<file path="config.mk">
export PLATFORM = sky130hd
export DESIGN_NAME = md5_hash_engine
export DESIGN_NICKNAME = d
export VERILOG_FILES = /design/src/md5_pkg.sv /design/src/md5_if.sv /design/src/md5_ram.sv /design/src/md5_front.sv /design/src/md5_back.sv /design/src/md5_hash_engine.sv
export SDC_FILE = /design/constraint.sdc
export NUM_CORES = 2
export LEC_CHECK = 0
export BUFFER_PORTS_ARGS = -buffer_cell sky130_fd_sc_hd__buf_2
export CORE_MARGIN = 4
export CORE_UTILIZATION = 60
export DETAILED_ROUTE_END_ITERATION = 8
export HOLD_SLACK_MARGIN = 0.15
export MAX_ROUTING_LAYER = met4
export PLACE_DENSITY = 0.74
export SETUP_SLACK_MARGIN = 0.1
export SYNTH_ARGS = -nofsm -noshare
export SYNTH_HDL_FRONTEND = slang
export SYNTH_SLANG_ARGS = --single-unit
</file>
<file path="constraint.sdc">
create_clock -name clk -period 13.6 [get_ports clk]
set_input_delay 2.72 -clock clk [delete_from_list [all_inputs] [get_ports clk]]
set_output_delay 2.72 -clock clk [all_outputs]
set_load 0.05 [all_outputs]
</file>
<file path="src/md5_pkg.sv">
package md5_pkg;

  localparam logic [1:0] ACT_ABSORB = 2'd0;
  localparam logic [1:0] ACT_ABS_FIN = 2'd1;
  localparam logic [1:0] ACT_FINISH = 2'd2;
  localparam logic [1:0] ACT_UNUSED = 2'd3;

  localparam logic [31:0] INIT_A = 32'h67452301;
  localparam logic [31:0] INIT_B = 32'hefcdab89;
  localparam logic [31:0] INIT_C = 32'h98badcfe;
  localparam logic [31:0] INIT_D = 32'h10325476;

  localparam int QDEPTH = 4;
  localparam int QAW = 2;

  typedef struct packed {
    logic [1:0] action;
    logic [7:0] data_byte;
  } md5_cmd_t;

  typedef struct packed {
    logic [31:0] digest_word;
    logic [1:0]  word_index;
    logic        last_word;
  } md5_res_t;

  function automatic logic [31:0] round_k(input logic [5:0] i);
    logic [31:0] k;
    case (i)
      6'd0: k = 32'hd76aa478;  6'd1: k = 32'he8c7b756;  6'd2: k = 32'h242070db;
      6'd3: k = 32'hc1bdceee;  6'd4: k = 32'hf57c0faf;  6'd5: k = 32'h4787c62a;
      6'd6: k = 32'ha8304613;  6'd7: k = 32'hfd469501;  6'd8: k = 32'h698098d8;
      6'd9: k = 32'h8b44f7af;  6'd10: k = 32'hffff5bb1; 6'd11: k = 32'h895cd7be;
      6'd12: k = 32'h6b901122; 6'd13: k = 32'hfd987193; 6'd14: k = 32'ha679438e;
      6'd15: k = 32'h49b40821; 6'd16: k = 32'hf61e2562; 6'd17: k = 32'hc040b340;
      6'd18: k = 32'h265e5a51; 6'd19: k = 32'he9b6c7aa; 6'd20: k = 32'hd62f105d;
      6'd21: k = 32'h02441453; 6'd22: k = 32'hd8a1e681; 6'd23: k = 32'he7d3fbc8;
      6'd24: k = 32'h21e1cde6; 6'd25: k = 32'hc33707d6; 6'd26: k = 32'hf4d50d87;
      6'd27: k = 32'h455a14ed; 6'd28: k = 32'ha9e3e905; 6'd29: k = 32'hfcefa3f8;
      6'd30: k = 32'h676f02d9; 6'd31: k = 32'h8d2a4c8a; 6'd32: k = 32'hfffa3942;
      6'd33: k = 32'h8771f681; 6'd34: k = 32'h6d9d6122; 6'd35: k = 32'hfde5380c;
      6'd36: k = 32'ha4beea44; 6'd37: k = 32'h4bdecfa9; 6'd38: k = 32'hf6bb4b60;
      6'd39: k = 32'hbebfbc70; 6'd40: k = 32'h289b7ec6; 6'd41: k = 32'heaa127fa;
      6'd42: k = 32'hd4ef3085; 6'd43: k = 32'h04881d05; 6'd44: k = 32'hd9d4d039;
      6'd45: k = 32'he6db99e5; 6'd46: k = 32'h1fa27cf8; 6'd47: k = 32'hc4ac5665;
      6'd48: k = 32'hf4292244; 6'd49: k = 32'h432aff97; 6'd50: k = 32'hab9423a7;
      6'd51: k = 32'hfc93a039; 6'd52: k = 32'h655b59c3; 6'd53: k = 32'h8f0ccc92;
      6'd54: k = 32'hffeff47d; 6'd55: k = 32'h85845dd1; 6'd56: k = 32'h6fa87e4f;
      6'd57: k = 32'hfe2ce6e0; 6'd58: k = 32'ha3014314; 6'd59: k = 32'h4e0811a1;
      6'd60: k = 32'hf7537e82; 6'd61: k = 32'hbd3af235; 6'd62: k = 32'h2ad7d2bb;
      default: k = 32'heb86d391;
    endcase
    return k;
  endfunction

  function automatic logic [4:0] round_s(input logic [5:0] i);
    logic [4:0] s;
    case ({i[5:4], i[1:0]})
      4'd0: s = 5'd7;   4'd1: s = 5'd12;  4'd2: s = 5'd17;  4'd3: s = 5'd22;
      4'd4: s = 5'd5;   4'd5: s = 5'd9;   4'd6: s = 5'd14;  4'd7: s = 5'd20;
      4'd8: s = 5'd4;   4'd9: s = 5'd11;  4'd10: s = 5'd16; 4'd11: s = 5'd23;
      4'd12: s = 5'd6;  4'd13: s = 5'd10; 4'd14: s = 5'd15; default: s = 5'd21;
    endcase
    return s;
  endfunction

  function automatic logic [3:0] round_g(input logic [5:0] i);
    logic [3:0] g;
    case (i[5:4])
      2'd0: g = i[3:0];
      2'd1: g = 4'(5 * i[3:0] + 1);
      2'd2: g = 4'(3 * i[3:0] + 5);
      default: g = 4'(7 * i[3:0]);
    endcase
    return g;
  endfunction

endpackage

</file>
<file path="src/md5_if.sv">
interface md5_cmd_if;
  logic valid;
  logic ready;
  md5_pkg::md5_cmd_t payload;
  modport source (output valid, output payload, input ready);
  modport sink (input valid, input payload, output ready);
endinterface

interface md5_res_if;
  logic valid;
  logic ready;
  md5_pkg::md5_res_t payload;
  modport source (output valid, output payload, input ready);
  modport sink (input valid, input payload, output ready);
endinterface

</file>
<file path="src/md5_ram.sv">
module md5_ram #(
  parameter int WIDTH = 32,
  parameter int DEPTH = 16
) (
  input  logic                     clk,
  input  logic                     we,
  input  logic [$clog2(DEPTH)-1:0] waddr,
  input  logic [WIDTH-1:0]         wdata,
  input  logic [$clog2(DEPTH)-1:0] raddr,
  output logic [WIDTH-1:0]         rdata
);
  logic [WIDTH-1:0] mem [DEPTH];

  always_ff @(posedge clk) begin
    if (we) begin
      mem[waddr] <= wdata;
    end
    rdata <= mem[raddr];
  end
endmodule

</file>
<file path="src/md5_front.sv">
module md5_front (
  input  logic               clk,
  input  logic               rst_n,
  md5_cmd_if.sink            in_ch,
  output logic               q_valid,
  output md5_pkg::md5_cmd_t  q_data,
  input  logic               q_pop
);
  import md5_pkg::*;

  md5_cmd_t         q_r [QDEPTH];
  logic [QAW-1:0]   wp_r, rp_r;
  logic [QAW:0]     cnt_r, cnt_nxt;
  logic             push;

  assign in_ch.ready = (cnt_r != 3'(QDEPTH));
  assign push = in_ch.valid && in_ch.ready && (in_ch.payload.action != ACT_UNUSED);
  assign q_valid = (cnt_r != '0);
  assign q_data = q_r[rp_r];

  always_comb begin
    cnt_nxt = cnt_r;
    if (push && !(q_pop && q_valid)) cnt_nxt = cnt_r + 1'b1;
    if (!push && q_pop && q_valid) cnt_nxt = cnt_r - 1'b1;
  end

  always_ff @(posedge clk) begin
    if (!rst_n) begin
      wp_r <= '0;
      rp_r <= '0;
      cnt_r <= '0;
    end else begin
      cnt_r <= cnt_nxt;
      if (push) wp_r <= wp_r + 1'b1;
      if (q_pop && q_valid) rp_r <= rp_r + 1'b1;
    end
    if (push) q_r[wp_r] <= in_ch.payload;
  end
endmodule

</file>
<file path="src/md5_back.sv">
module md5_back (
  input  logic               clk,
  input  logic               rst_n,
  input  logic               q_valid,
  input  md5_pkg::md5_cmd_t  q_data,
  output logic               q_pop,
  md5_res_if.source          out_ch
);
  import md5_pkg::*;

  localparam logic [2:0] ST_IDLE  = 3'd0;
  localparam logic [2:0] ST_PAD   = 3'd1;
  localparam logic [2:0] ST_RND   = 3'd2;
  localparam logic [2:0] ST_ADD   = 3'd3;
  localparam logic [2:0] ST_OUT   = 3'd4;

  logic [2:0]  st_r, st_nxt;
  logic [31:0] ch_r [4];
  logic [31:0] a_r, b_r, c_r, d_r;
  logic [63:0] len_r;
  logic [5:0]  pos_r;
  logic [5:0]  rnd_r;
  logic        fin_r;
  logic        ptail_r;
  logic        lenblk_r;
  logic        done_r;
  logic [1:0]  oidx_r;
  logic [23:0] wacc_r;

  logic        we;
  logic [3:0]  waddr, raddr;
  logic [31:0] wdata, rdata;
  logic        wr_byte;
  logic [7:0]  wbyte;

  md5_ram #(.WIDTH(32), .DEPTH(16)) u_buf (
    .clk(clk), .we(we), .waddr(waddr), .wdata(wdata), .raddr(raddr), .rdata(rdata)
  );

  logic [31:0] fval, sum, rot;
  logic [4:0]  sh;

  always_comb begin
    case (rnd_r[5:4])
      2'd0: fval = (b_r & c_r) | (~b_r & d_r);
      2'd1: fval = (b_r & d_r) | (c_r & ~d_r);
      2'd2: fval = b_r ^ c_r ^ d_r;
      default: fval = c_r ^ (b_r | ~d_r);
    endcase
    sum = a_r + fval + round_k(rnd_r) + rdata;
    sh = round_s(rnd_r);
    rot = (sum << sh) | (sum >> (6'd32 - {1'b0, sh}));
  end

  // Gather bytes of a word; store the word with its fourth byte.
  always_comb begin
    wr_byte = 1'b0;
    wbyte = q_data.data_byte;
    if (st_r == ST_IDLE) begin
      wr_byte = q_valid && (q_data.action != ACT_FINISH);
    end else if (st_r == ST_PAD) begin
      wr_byte = 1'b1;
      if (!ptail_r) wbyte = 8'h80;
      else if (lenblk_r && pos_r[5:3] == 3'b111) wbyte = len_r[{pos_r[2:0], 3'b000} +: 8];
      else wbyte = 8'h00;
    end
    we = wr_byte && (pos_r[1:0] == 2'b11);
    waddr = pos_r[5:2];
    wdata = {wbyte, wacc_r};
    raddr = (st_r == ST_RND) ? round_g(rnd_r + 6'd1) : 4'd0;
  end

  always_comb begin
    q_pop = 1'b0;
    st_nxt = st_r;
    case (st_r)
      ST_IDLE: if (q_valid) begin
        q_pop = 1'b1;
        if (q_data.action != ACT_FINISH && pos_r == 6'd63) st_nxt = ST_RND;
        else if (q_data.action != ACT_ABSORB) st_nxt = ST_PAD;
      end
      ST_PAD: if (pos_r == 6'd63) st_nxt = ST_RND;
      ST_RND: if (rnd_r == 6'd63) st_nxt = ST_ADD;
      ST_ADD: if (!fin_r) st_nxt = ST_IDLE;
        else if (done_r) st_nxt = ST_OUT;
        else st_nxt = ST_PAD;
      ST_OUT: if (out_ch.ready && oidx_r == 2'd3) st_nxt = ST_IDLE;
      default: st_nxt = ST_IDLE;
    endcase
  end

  always_ff @(posedge clk) begin
    if (!rst_n) begin
      st_r <= ST_IDLE;
      ch_r[0] <= INIT_A; ch_r[1] <= INIT_B; ch_r[2] <= INIT_C; ch_r[3] <= INIT_D;
      len_r <= '0;
      pos_r <= '0;
      rnd_r <= '0;
      fin_r <= 1'b0;
      ptail_r <= 1'b0;
      lenblk_r <= 1'b0;
      done_r <= 1'b0;
      oidx_r <= '0;
      wacc_r <= '0;
    end else begin
      st_r <= st_nxt;
      if (wr_byte) begin
        pos_r <= pos_r + 6'd1;
        if (pos_r[1:0] != 2'b11) wacc_r[{pos_r[1:0], 3'b000} +: 8] <= wbyte;
        if (pos_r == 6'd63) begin
          {a_r, b_r, c_r, d_r} <= {ch_r[0], ch_r[1], ch_r[2], ch_r[3]};
          rnd_r <= '0;
        end
      end
      case (st_r)
        ST_IDLE: if (q_valid) begin
          fin_r <= (q_data.action != ACT_ABSORB);
          ptail_r <= 1'b0;
          done_r <= 1'b0;
          if (q_data.action != ACT_FINISH) len_r <= len_r + 64'd8;
        end
        ST_PAD: begin
          if (!ptail_r) begin
            ptail_r <= 1'b1;
            lenblk_r <= (pos_r <= 6'd55);
          end
          if (pos_r == 6'd63) begin
            done_r <= ptail_r && lenblk_r;
            lenblk_r <= 1'b1;
          end
        end
        ST_RND: begin
          a_r <= d_r;
          d_r <= c_r;
          c_r <= b_r;
          b_r <= b_r + rot;
          rnd_r <= rnd_r + 1'b1;
        end
        ST_ADD: begin
          ch_r[0] <= ch_r[0] + a_r;
          ch_r[1] <= ch_r[1] + b_r;
          ch_r[2] <= ch_r[2] + c_r;
          ch_r[3] <= ch_r[3] + d_r;
          oidx_r <= '0;
        end
        ST_OUT: if (out_ch.ready) begin
          oidx_r <= oidx_r + 1'b1;
          if (oidx_r == 2'd3) begin
            ch_r[0] <= INIT_A; ch_r[1] <= INIT_B; ch_r[2] <= INIT_C; ch_r[3] <= INIT_D;
            len_r <= '0;
            pos_r <= '0;
            fin_r <= 1'b0;
          end
        end
        default: ;
      endcase
    end
  end

  assign out_ch.valid = (st_r == ST_OUT);
  assign out_ch.payload.digest_word = ch_r[oidx_r];
  assign out_ch.payload.word_index = oidx_r;
  assign out_ch.payload.last_word = (oidx_r == 2'd3);
endmodule

</file>
<file path="src/md5_hash_engine.sv">
// Queue: an item is registered in the four-entry queue before the back end pops it.
// Throughput: one byte per cycle while the back end is idle; the 64th byte of a block
// starts 64 rounds and one add, during which the queue holds.
// Finish: pad and length bytes fill the block end, and each padded block (one or two)
// runs its rounds and add; then four digest words, one per cycle while out_ready is high.
// Synchronous active-low reset restores the MD5 initial chain and zero length.
module md5_hash_engine (
  input  logic       clk,
  input  logic       rst_n,
  input  logic       in_valid,
  output logic       in_ready,
  input  logic [1:0] in_action,
  input  logic [7:0] in_data_byte,
  output logic       out_valid,
  input  logic       out_ready,
  output logic [31:0] out_digest_word,
  output logic [1:0] out_word_index,
  output logic       out_last_word
);
  import md5_pkg::*;

  md5_cmd_if in_ch ();
  md5_res_if out_ch ();
  logic      q_valid, q_pop;
  md5_cmd_t  q_data;

  assign in_ch.valid = in_valid;
  assign in_ch.payload.action = in_action;
  assign in_ch.payload.data_byte = in_data_byte;
  assign in_ready = in_ch.ready;
  assign out_valid = out_ch.valid;
  assign out_ch.ready = out_ready;
  assign out_digest_word = out_ch.payload.digest_word;
  assign out_word_index = out_ch.payload.word_index;
  assign out_last_word = out_ch.payload.last_word;

  md5_front u_front (
    .clk(clk), .rst_n(rst_n), .in_ch(in_ch),
    .q_valid(q_valid), .q_data(q_data), .q_pop(q_pop)
  );

  md5_back u_back (
    .clk(clk), .rst_n(rst_n), .q_valid(q_valid), .q_data(q_data),
    .q_pop(q_pop), .out_ch(out_ch)
  );

  a_last_idx: assert property (@(posedge clk) disable iff (!rst_n)
    out_valid |-> (out_last_word == (out_word_index == 2'd3)))
    else $error("last_word mismatch");
  a_pop_valid: assert property (@(posedge clk) disable iff (!rst_n)
    q_pop |-> q_valid)
    else $error("pop from empty queue");
  a_idx_adv: assert property (@(posedge clk) disable iff (!rst_n)
    (out_valid && out_ready && out_word_index != 2'd3) |=> out_valid)
    else $error("digest words broken");
endmodule
</file>
==> impl_metrics.json <==
{
  "drv_cap": 0,
  "critical_path_class": "reg -> reg",
  "grt_busiest_layer": "met2",
  "critPathRequiredTime_ps": 14010,
  "netlist_area_um2": 58300,
  "nFillCells": 7525,
  "vdd_drop_max_v": 0.000131,
  "end_kind": "flip-flop",
  "nets": 6118,
  "yosysUniqueCellTypes": 104,
  "layout_common_cells": "nand2_1 (961), edfxtp_1 (744), a21oi_1 (454), nor2_1 (352), o21ai_0 (311)",
  "syn_area_per_cell_um2": 9.84,
  "routed_via_density": 6.63,
  "p_leak_nw": 23.6,
  "synth_edf_count": 744,
  "fin_skew_ps": 55.0,
  "synth_top_cell_by_area": "edfxtp_1",
  "routabilityCongestion": 1.03,
  "synth_area_leaders": "edfxtp_1 (38%), dfxtp_1 (8.6%), nand2_1 (6.2%), ha_1 (4.8%), a21oi_1 (3.9%)",
  "cts_tree": "done",
  "drc": 0,
  "port_buffers": 50,
  "ioPinCount": 51,
  "clk_pin_slew_ps": 80,
  "drive_gt1_share_pct": 8.18,
  "switchingPower_w": 0.00205,
  "die_y_um": 320,
  "dieWidth_um": 320,
  "yosysSeqAreaShare_pct": 46.9,
  "seq_power_share_pct": 46.9,
  "power.total_w": 0.00743,
  "grt_max_degree": 100,
  "drtPass1Iterations": 8,
  "min_path_type": "reg -> reg",
  "drtIter0Drc": 5805,
  "core_area_um2": 96600,
  "clkPwrFrac_pct": 38.3,
  "use_met2_pct": 54.8,
  "synth-main-ff-cell": "edfxtp_1",
  "cts.repair.resized": 0,
  "fin_crit_sh_pct": 74.5,
  "wirelength_um": 181000,
  "critPathLaunchType": "flip-flop",
  "hold_violations": 0,
  "grt-ovfl-total": 0,
  "finalSetupTns_ps": 0,
  "synth_warnings": 0,
  "areaGrowthSynthToFinish_pct": 8.33,
  "cts_root_buf": "clkbuf_16",
  "rows": 114,
  "rsz0062_at_grt": "no",
  "pwr-share-comb_pct": 14.8,
  "synth-seq-cells": 994,
  "holdWs_ps": 499,
  "cts.sinks": 994,
  "grt_util_met1_pct": 46.1,
  "dieArea_um2": 102000,
  "p_int_w": 0.00539,
  "grt_pass1_vias": 44300,
  "crit_top_cell": "fa_1",
  "cts_setup_buffers": 0,
  "postRouteAntennaNets": 0,
  "grt_pass1_wl_um": 271000,
  "cpPeakStageDelay_ps": 820,
  "clk_path_buf_depth": 3,
  "vias": 47600,
  "maxSlewViolCount": 0,
  "timing.slew.headroom_pct": 24.4,
  "ys_async_sr_fraction_pct": 0,
  "grt_antenna_before_repair": 4,
  "setup_violations": 0,
  "status": "completed",
  "ctsHtreeMaxLevel": 3,
  "initial_core_util_pct": 60.4,
  "grt_use_total_pct": 35.4,
  "post-place-ws_ps": 3600,
  "tightest_slew_ps": 1120,
  "worst_path_max_delay_cell": "buf_4",
  "met3_usage_pct": 4.78,
  "crit_path_max_fanout": 88,
  "synthCells": 5926,
  "place_hpwl_um": 123000,
  "period_needed_ps": 10130,
  "synth.top_cell.area_share_pct": 38.3,
  "holdBufCountCts": 0,
  "final_common_cell": "nand2_1",
  "cts-buffers-inserted": 102,
  "max_freq_ghz": 0.0987,
  "wl_per_cell_um": 25.2,
  "cp.arrival_ps": 10540,
  "syn-num-nets": 6231,
  "layout_setup_ws_ps": 3470,
  "power.density_nw_per_um2": 118,
  "insertion_delay_ps": 720,
  "p_sw_share_pct": 27.5
}
[logic make-up (layout without fill, tap and decap cells)]
| logic type | after synthesis | after routing | share of synthesized area [%] |
|---|---|---|---|
| AOI/OAI and AO/OA | 1680 | 1680 | 18.7 |
| xor gates and xnor gates | 277 | 277 | 4.16 |
| adders and majority gates | 322 | 322 | 7.66 |
| buffers and inverters | 634 | 611 | 4.17 |
| DFF | 994 | 994 | 46.9 |
| muxes | 152 | 152 | 4.26 |
| other | 0 | 2 | 0 |
| and+or+nand+nor | 1867 | 1867 | 14.2 |
[cell type report]
cell class	instances	area (µm²)	area share, %
Multi-Input combinational cell	4298	28800	45.6
Sequential cell	994	27400	43.3
Tap cell	1276	1600	2.53
Antenna cell	2	5.00	0.00792
Clock inverter	46	531	0.840
Timing Repair Buffer	145	976	1.54
Clock buffer	148	2920	4.62
Inverter	272	1020	1.62
[critical path: cells and delay by family, from the launching register on]
kind / cells / cell delay, ps
AOI/OAI and AO/OA: 17 / 4500
and+or+nand+nor: 5 / 940
xor gates and xnor gates: 2 / 310
DFF: 1 / 470
muxes: 2 / 520
adders and majority gates: 4 / 1910
buffers and inverters: 3 / 1150
[registers in the layout, indices dropped and copies added, names as in the netlist, 2 cells and up, named ones only]
name / cells
u_back.u_buf.mem: 512
u_back.u_buf.rdata: 32
u_back.oidx_r: 2
u_front.rp_r: 2
u_back.ch_r: 128
u_back.c_r: 32
u_back.d_r: 32
u_back.b_r: 32
u_back.a_r: 32
u_front.wp_r: 2
u_back.sh: 5
u_front.q_r: 40
u_back.wacc_r: 24
u_back.len_r: 61
u_back.pos_r: 6
u_back.rnd_r: 6
u_front.cnt_r: 3
u_back.st_r: 3
[power groups by stage]
stage | Clock, W | Sequential, W | Combinational, W
3_3_place_gp | 0 | 0.00355 | 0.00107
3_5_place_dp | 0 | 0.00355 | 0.00107
6_report | 0.00285 | 0.00349 | 0.00110
4_1_cts | 0.00287 | 0.00349 | 0.00108
5_1_grt | 0.00301 | 0.00350 | 0.00118
2_1_floorplan | 0 | 0.00350 | 0.000733
[path summary, 6_finish.rpt]
| check | start | endpoint | slack [ps] | cells after the start |
|---|---|---|---|---|
| worst min register to register | u_back.len_r[51] | u_back.len_r[51] | 500 | 2 |
| worst max-delay path | u_back.rnd_r[4] | u_back.b_r[30] | 3470 | 33 |
| worst min-delay path | u_back.len_r[51] | u_back.len_r[51] | 500 | 2 |
| worst max register to register | u_back.rnd_r[4] | u_back.b_r[30] | 3470 | 33 |
[through the flow]
| stage | utilization [%] | instances | area (µm²) |
|---|---|---|---|
| floorplan | - | 5926 | 58300 |
| global placement | 61.9 | 6985 | 59700 |
| detailed placement | 61.9 | 6985 | 59700 |
| CTS | 65.4 | 7179 | 63200 |
| global route | 65.4 | 7180 | 63200 |
| finish | 65.4 | 7181 | 63200 |
[cell usage after synthesis, drive strengths merged, types with 14 or more instances]
cell,number
ha,222
and3,33
o21ai,341
a21o,88
nor2b,27
mux4,75
mux2i,58
clkbuf,302
dfxtp,250
inv,269
fa,69
or3,40
a31oi,142
a311oi,74
a211oi,206
o21bai,18
a221oi,14
and2,157
o31ai,21
buf,60
nand2b,27
xor2,151
maj3,31
nand4,29
nand2,963
o221ai,55
edfxtp,744
mux2,19
nor2,369
xnor2,126
nor3,66
o21a,31
a21oi,455
nand3,113
o211ai,71
o22ai,19
a22oi,27
[layer usage]
metal	part of all wire, %	up-vias
met1	39	22900
li1	-	21500
met3	8.5	630
met4	6.2	0
met5	0	-
met2	46	2605
Note: power is estimated with default switching activity, not from simulation.
